`src/design/swrad_pkg.sv`:
```
// Shared types for the stack with remove-at-depth block.
// Used by the controller, the datapath and the top level; no dependencies.
`default_nettype none

package swrad_pkg;

  typedef enum logic [1:0] {
    OP_PUSH   = 2'd0,
    OP_POP    = 2'd1,
    OP_REMOVE = 2'd2
  } op_e;

  typedef enum logic [1:0] {
    ST_OK    = 2'd0,
    ST_EMPTY = 2'd1,
    ST_RANGE = 2'd2,
    ST_FULL  = 2'd3
  } status_e;

  typedef enum logic [1:0] {
    S_IDLE = 2'd0,
    S_EXEC = 2'd1,
    S_RESP = 2'd2
  } state_e;

  // Controller to datapath commands.
  typedef struct packed {
    logic load;  // capture the operands of an accepted transfer
    logic exec;  // apply the operation and register the result
  } dp_cmd_t;

endpackage

`default_nettype wire

```
`src/design/swrad_ctrl.sv`:
```
// Controller state machine: accept, execute, present the result.
// Depends on swrad_pkg for the state enum and command struct.
`default_nettype none

module swrad_ctrl
  import swrad_pkg::*;
(
  input  wire logic clk_i,
  input  wire logic rst_ni,
  input  wire logic start,
  output logic      busy,
  output logic      done_o,
  output dp_cmd_t   cmd_o
);

  state_e state_q, state_d;

  always_ff @(posedge clk_i or negedge rst_ni) begin
    if (!rst_ni) begin
      state_q <= S_IDLE;
    end else begin
      state_q <= state_d;
    end
  end

  always_comb begin
    state_d    = state_q;
    busy       = 1'b1;
    done_o     = 1'b0;
    cmd_o.load = 1'b0;
    cmd_o.exec = 1'b0;
    case (state_q)
      S_IDLE: begin
        busy = 1'b0;
        if (start) begin
          cmd_o.load = 1'b1;
          state_d    = S_EXEC;
        end
      end
      S_EXEC: begin
        cmd_o.exec = 1'b1;
        state_d    = S_RESP;
      end
      S_RESP: begin
        done_o  = 1'b1;
        state_d = S_IDLE;
      end
      default: begin
        state_d = S_IDLE;
      end
    endcase
  end

endmodule

`default_nettype wire

```
`src/design/swrad_datapath.sv`:
```
// Datapath: operand registers, a row of shifting cells (cell 0 is the top),
// the entry count and the result registers. Depends on swrad_pkg.
`default_nettype none

module swrad_datapath
  import swrad_pkg::*;
#(
  parameter int DEPTH = 16
) (
  input  wire logic               clk_i,
  input  wire logic               rst_ni,
  input  wire dp_cmd_t            cmd_i,
  input  wire logic        [1:0]  operation_i,
  input  wire logic signed [31:0] value_i,
  input  wire logic        [4:0]  position_i,
  output logic signed      [31:0] removed_value_o,
  output logic             [1:0]  status_o,
  output logic signed      [31:0] top_value_o,
  output logic             [4:0]  entry_count_o
);

  localparam int CW = $clog2(DEPTH + 1);
  localparam int PW = (CW > 5) ? CW : 5;
  // Positions are five bits wide, so only the upper cells can be removed.
  localparam int NR = (DEPTH < 31) ? DEPTH : 31;

  logic        [1:0]  op_q;
  logic signed [31:0] value_q;
  logic        [4:0]  pos_q;

  logic signed [31:0] cells_q [DEPTH];
  logic signed [31:0] cells_d [DEPTH];
  logic [CW-1:0]      count_q, count_d;

  logic signed [31:0] removed_q, removed_d;
  logic [1:0]         status_q, status_d;

  logic signed [31:0] pick;
  logic [PW-1:0]      pos_ext, count_ext;
  logic [31:0]        count_wide;

  assign pos_ext   = PW'(pos_q);
  assign count_ext = PW'(count_q);

  // Select the word at the requested position.
  always_comb begin
    pick = '0;
    for (int i = 0; i < NR; i++) begin
      if (32'(pos_q) == i + 1) begin
        pick = cells_q[i];
      end
    end
  end

  always_comb begin
    cells_d   = cells_q;
    count_d   = count_q;
    removed_d = '0;
    status_d  = ST_OK;
    case (op_q)
      OP_PUSH: begin
        if (count_q == CW'(DEPTH)) begin
          status_d = ST_FULL;
        end else begin
          cells_d[0] = value_q;
          for (int i = 1; i < DEPTH; i++) begin
            cells_d[i] = cells_q[i-1];
          end
          count_d = count_q + CW'(1);
        end
      end
      OP_POP: begin
        if (count_q == '0) begin
          status_d = ST_EMPTY;
        end else begin
          removed_d = cells_q[0];
          for (int i = 0; i < DEPTH - 1; i++) begin
            cells_d[i] = cells_q[i+1];
          end
          count_d = count_q - CW'(1);
        end
      end
      OP_REMOVE: begin
        if (count_q == '0) begin
          status_d = ST_EMPTY;
        end else if (pos_q == '0 || pos_ext > count_ext) begin
          status_d = ST_RANGE;
        end else begin
          removed_d = pick;
          // Close the gap: every cell below the position moves up one place.
          for (int i = 0; i < DEPTH - 1; i++) begin
            if (32'(pos_q) <= i + 1) begin
              cells_d[i] = cells_q[i+1];
            end
          end
          count_d = count_q - CW'(1);
        end
      end
      default: begin
        status_d = ST_OK;
      end
    endcase
  end

  always_ff @(posedge clk_i) begin
    if (cmd_i.load) begin
      op_q    <= operation_i;
      value_q <= value_i;
      pos_q   <= position_i;
    end
    if (cmd_i.exec) begin
      cells_q   <= cells_d;
      removed_q <= removed_d;
      status_q  <= status_d;
    end
  end

  always_ff @(posedge clk_i or negedge rst_ni) begin
    if (!rst_ni) begin
      count_q <= '0;
    end else if (cmd_i.exec) begin
      count_q <= count_d;
    end
  end

  assign count_wide      = 32'(count_q);
  assign removed_value_o = removed_q;
  assign status_o        = status_q;
  assign top_value_o     = (count_q == '0) ? 32'sd0 : cells_q[0];
  assign entry_count_o   = count_wide[4:0];

endmodule

`default_nettype wire

```
`src/design/stack_with_remove_at_depth.sv`:
```
// Bounded LIFO stack of signed words with removal at a depth from the top.
// done_o rises when the controller reaches its result state, after the
// accept and execute states. A new request is taken only once the result
// is shown (accept, execute, result), set by the controller sequence.
// Results show for one cycle only; the receiver cannot stall.
// Reset (rst_ni, async, active low) empties the stack and returns to idle.
`default_nettype none

module stack_with_remove_at_depth
  import swrad_pkg::*;
#(
  parameter int DEPTH = 16
) (
  input  wire logic               clk_i,
  input  wire logic               rst_ni,
  input  wire logic               start,
  output logic                    busy,
  input  wire logic        [1:0]  operation_i,
  input  wire logic signed [31:0] value_i,
  input  wire logic        [4:0]  position_i,
  output logic                    done_o,
  output logic signed      [31:0] removed_value_o,
  output logic             [1:0]  status_o,
  output logic signed      [31:0] top_value_o,
  output logic             [4:0]  entry_count_o
);

  dp_cmd_t cmd;

  swrad_ctrl u_ctrl (
    .clk_i  (clk_i),
    .rst_ni (rst_ni),
    .start  (start),
    .busy   (busy),
    .done_o (done_o),
    .cmd_o  (cmd)
  );

  swrad_datapath #(
    .DEPTH(DEPTH)
  ) u_datapath (
    .clk_i           (clk_i),
    .rst_ni          (rst_ni),
    .cmd_i           (cmd),
    .operation_i     (operation_i),
    .value_i         (value_i),
    .position_i      (position_i),
    .removed_value_o (removed_value_o),
    .status_o        (status_o),
    .top_value_o     (top_value_o),
    .entry_count_o   (entry_count_o)
  );

endmodule

`default_nettype wire

```
`config.mk`:
```
export PLATFORM = sky130hd
export DESIGN_NAME = stack_with_remove_at_depth
export DESIGN_NICKNAME = d
export VERILOG_FILES = /design/src/design/swrad_pkg.sv /design/src/design/swrad_ctrl.sv /design/src/design/swrad_datapath.sv /design/src/design/stack_with_remove_at_depth.sv
export SDC_FILE = /design/constraint.sdc
export NUM_CORES = 1
export LEC_CHECK = 0
export ABC_AREA = 1
export ABC_CLOCK_PERIOD_IN_PS = 3900
export BUFFER_PORTS_ARGS = -buffer_cell sky130_fd_sc_hd__buf_2
export CAP_MARGIN = 20
export CORE_ASPECT_RATIO = 0.9
export CORE_UTILIZATION = 36
export DETAILED_ROUTE_END_ITERATION = 12
export GPL_ROUTABILITY_DRIVEN = 1
export HOLD_SLACK_MARGIN = 0.15
export REMOVE_ABC_BUFFERS = 1
export SLEW_MARGIN = 20
export SYNTH_ARGS = -nofsm -noshare
export SYNTH_HDL_FRONTEND = slang
export SYNTH_SLANG_ARGS = --single-unit
export TNS_END_PERCENT = 50
```
`constraint.sdc`:
```
create_clock -name clk_i -period 3.9 [get_ports clk_i]
set_input_delay 0.195 -clock clk_i [delete_from_list [all_inputs] [get_ports clk_i]]
set_output_delay 0.195 -clock clk_i [all_outputs]
set_load 0.01 [all_outputs]
```
==> run_results.csv <==
group,metric,value,unit
drt,postRouteAntennaNets,0,
synth,yosys.area.top_type,"edfxtp_1",
min_path,holdCritStartpoint,"value_i[13]",
synth,yosysWarnings,0,
synth,synthArstFlopShare,1.18,%
timing,fin_ws,0.711,ns
grt,grt_pass1_vias,23700,
place,pre_cts_slack,0.706,ns
min_path,holdPathEnd,"u_datapath.value_q[13]$_DFFE_PP_",
clock_network,cts_buffers,68,
clock_network,cts_tree,"yes",
timing,hold_viol_final,0,
worst_setup_path,critPathArrivalTime,3.45,ns
drt,vias_per_cell,5.48,
synth,synth_cell_types,35,
cells_and_area,design_area,35000,µm²
floorplan,die_area,85800,µm²
floorplan,io_pins,115,
timing,slew_headroom,27.7,%
clock_network,clock-root-buffer,"clkbuf_16",
synth,syn_area,30500,µm²
timing,finClkSkew,0.0297,ns
grt,track_usage,23.4,%
worst_setup_path,path_class,"reg2reg",
timing,fmax,0.314,GHz
cells_and_area,fin_nets,3523,
timing,worstMarginPinSlew,1.08,ns
place,numPortBuffers,114,
power,p_total,18.7,mW
synth,synth_cells,3421,
floorplan,start_util,36.6,%
cells_and_area,final_cell_mix,"nand2_1 (1,040), edfxtp_1 (585), o21ai_0 (439)",
clock_network,cts_hold_buf,42,
worst_setup_path,rr_worst_depth,11,
synth,synth_edf_count,585,
clock_network,clkSinkCount,592,
synth,synth.area.top_cells,"edfxtp_1 (58%), nand2_1 (13%), o21ai_0 (7.2%)",
power,ir_drop,0.000289,V
clock_network,clkTransAtPathRegs,0.06,ns
outcome,outcome,"finished clean",
grt,antenna_found_initial,1,
floorplan,std_cell_rows,100,
synth,ys.flop_type,"edfxtp_1",
worst_setup_path,crit_fanout,17,
floorplan,die_y,278,µm
clock_network,post_cts_resized,0,
floorplan,coreArea,83200,µm²
worst_setup_path,r2r_slack,0.71,ns
worst_setup_path,reg2reg_from,"u_datapath.pos_ext[1]$_DFFE_PP_",
drt,dr.pass1.iters,8,
clock_network,postCtsSetupBuffers,0,
synth,avgSynthCellArea,8.90,µm²
cells_and_area,fin_util,42.1,%
drt,via_count,25400,
cells_and_area,drive_gt1_share,9.43,%
floorplan,die_width,309,µm
place,placed_area,32500,µm²
drt,finalWirelength,102,mm
timing,min_period_over_period,81.8,%
clock_network,cts_max_level,3,
power,power.leakage,13.7,nW
timing,rsz0062_at_grt,"false",
grt,grt_pass1_wl,152,mm
min_path,hold_path_class,"in2reg",
worst_setup_path,timing.rr.end,"u_datapath.cells_q[249]$_DFFE_PP_",
timing,period_needed,3.19,ns
synth,synth_top_area_share,57.7,%
cells_and_area,final_common_cell,"nand2_1",
clock_network,clk_latency,0.62,ns
place,dp.final_hpwl,59.3,mm
synth,ys_ff_latch,592,
grt,grt_max_degree,174,
worst_setup_path,startpoint_type,"flop",
clock_network,cts_buffer_depth,3,
worst_setup_path,end_kind,"flop",
timing,setup_viol_count_final,0,
worst_setup_path,crit_required,4.16,ns
timing,maxSlewViolCount,0,
drt,wire_per_inst,21.9,µm
cells_and_area,n_antenna_cell,0,
cells_and_area,syn_to_final_growth,14.9,%
synth,yosysSeqAreaShare,58.3,%
grt,grt.overflow.total,0,
place,gp_congestion,0.838,
job,maxCapViolCount,0,
power,powerDensity,534,nW/µm²
drt,drc,0,
drt,drtIter0Drc,3318,
min_path,hold-path-cell-count,2,
timing,tns,0,ns
-- cells in the mapped netlist, types with 10 or more instances --
cell type and count:
o21ai_1 26, nand2_1 1041, inv_2 10, nor2_1 42, o22ai_1 33, buf_2 35, a21oi_1 138, edfxtp_1 585
o21ai_0 439, inv_1 349, buf_1 10, nand3_1 252, ha_1 12, nand4_1 96, o31ai_1 106, clkbuf_1 209
-- report_power, final --
group	leakage (nW)	switching, mW	internal [mW]	total [mW]
clock network	1.03	2.71	3.54	6.25
registers	5.50	0.434	8.07	8.50
logic	7.16	2.82	1.12	3.94
total	13.7	5.96	12.7	18.7
-- sequential cells by signal (all words and copies together), names as in the netlist --
| name | flops |
|---|---|
| u_datapath.value_q | 32 |
| u_datapath.removed_value_o | 32 |
| u_datapath.status_o | 2 |
| u_datapath.cells_q | 512 |
| u_datapath.op_q | 2 |
| u_datapath.entry_count_o | 5 |
| u_ctrl.state_q | 2 |
| u_datapath.pos_ext | 5 |
-- cell families (layout without fill, tap and decap cells) --
group,after synthesis,after routing,share of synthesized area [%]
DFF,592,592,58.3
buffers and inverters,618,717,7.79
and+or+nand+nor,1446,1446,19.9
adders and majority gates,13,13,0.559
xor gates and xnor gates,5,5,0.144
AOI/OAI and AO/OA,747,747,13.3
-- worst max-delay path: stages, from the launching register on --
cell and delay [ns]:
edfxtp_1 0.55, ha_1 0.36, inv_1 0.06, o21bai_1 0.06
a21oi_1 0.12, nor2_1 0.05, o22ai_1 0.12, o21ai_0 0.16
inv_1 0.12, o2111ai_4 0.13, nor2_4 0.63, buf_4 0.46
-- per-layer routing --
metal | part of all wire [%] | track usage [%] | routed length (µm)
met4 | 2.4 | 7.32 | 2450
met5 | 0 | 0 | 0
met3 | 9.1 | 3.85 | 9240
met2 | 45 | 35.7 | 46100
met1 | 43 | 33.8 | 44000
-- worst max path at each step --
stage,from,to
final,u_datapath.pos_ext[1]$_DFFE_PP_,u_datapath.cells_q[249]$_DFFE_PP_
after global routing,u_datapath.pos_ext[1]$_DFFE_PP_,u_datapath.cells_q[249]$_DFFE_PP_
after CTS,u_datapath.pos_ext[1]$_DFFE_PP_,u_datapath.cells_q[249]$_DFFE_PP_
after detailed placement,u_datapath.pos_ext[1]$_DFFE_PP_,u_datapath.cells_q[253]$_DFFE_PP_
after global placement,u_datapath.pos_ext[1]$_DFFE_PP_,u_datapath.cells_q[253]$_DFFE_PP_
after floorplan,u_datapath.op_q[0]$_DFFE_PP_,u_datapath.cells_q[145]$_DFFE_PP_
-- cell type report --
cell class / count / area, µm²
repair buffers: 233 / 1820
flip-flops and latches: 592 / 17700
clock buffers: 88 / 1840
inverters: 362 / 1370
fillers: 8165 / 48200
multi-input cells: 2211 / 10600
clock inverters: 34 / 258
well taps: 1122 / 1400
-- metrics by stage --
step | hold WS (ns) | std cells
3_5_place_dp | 0.0443 | 4478
6_report | 0.282 | 4642
3_3_place_gp | 0.0408 | 4478
4_1_cts | 0.247 | 4642
2_1_floorplan | -0.101 | 3165
5_1_grt | 0.264 | 4642
Note: power is estimated with default switching activity, not from simulation.
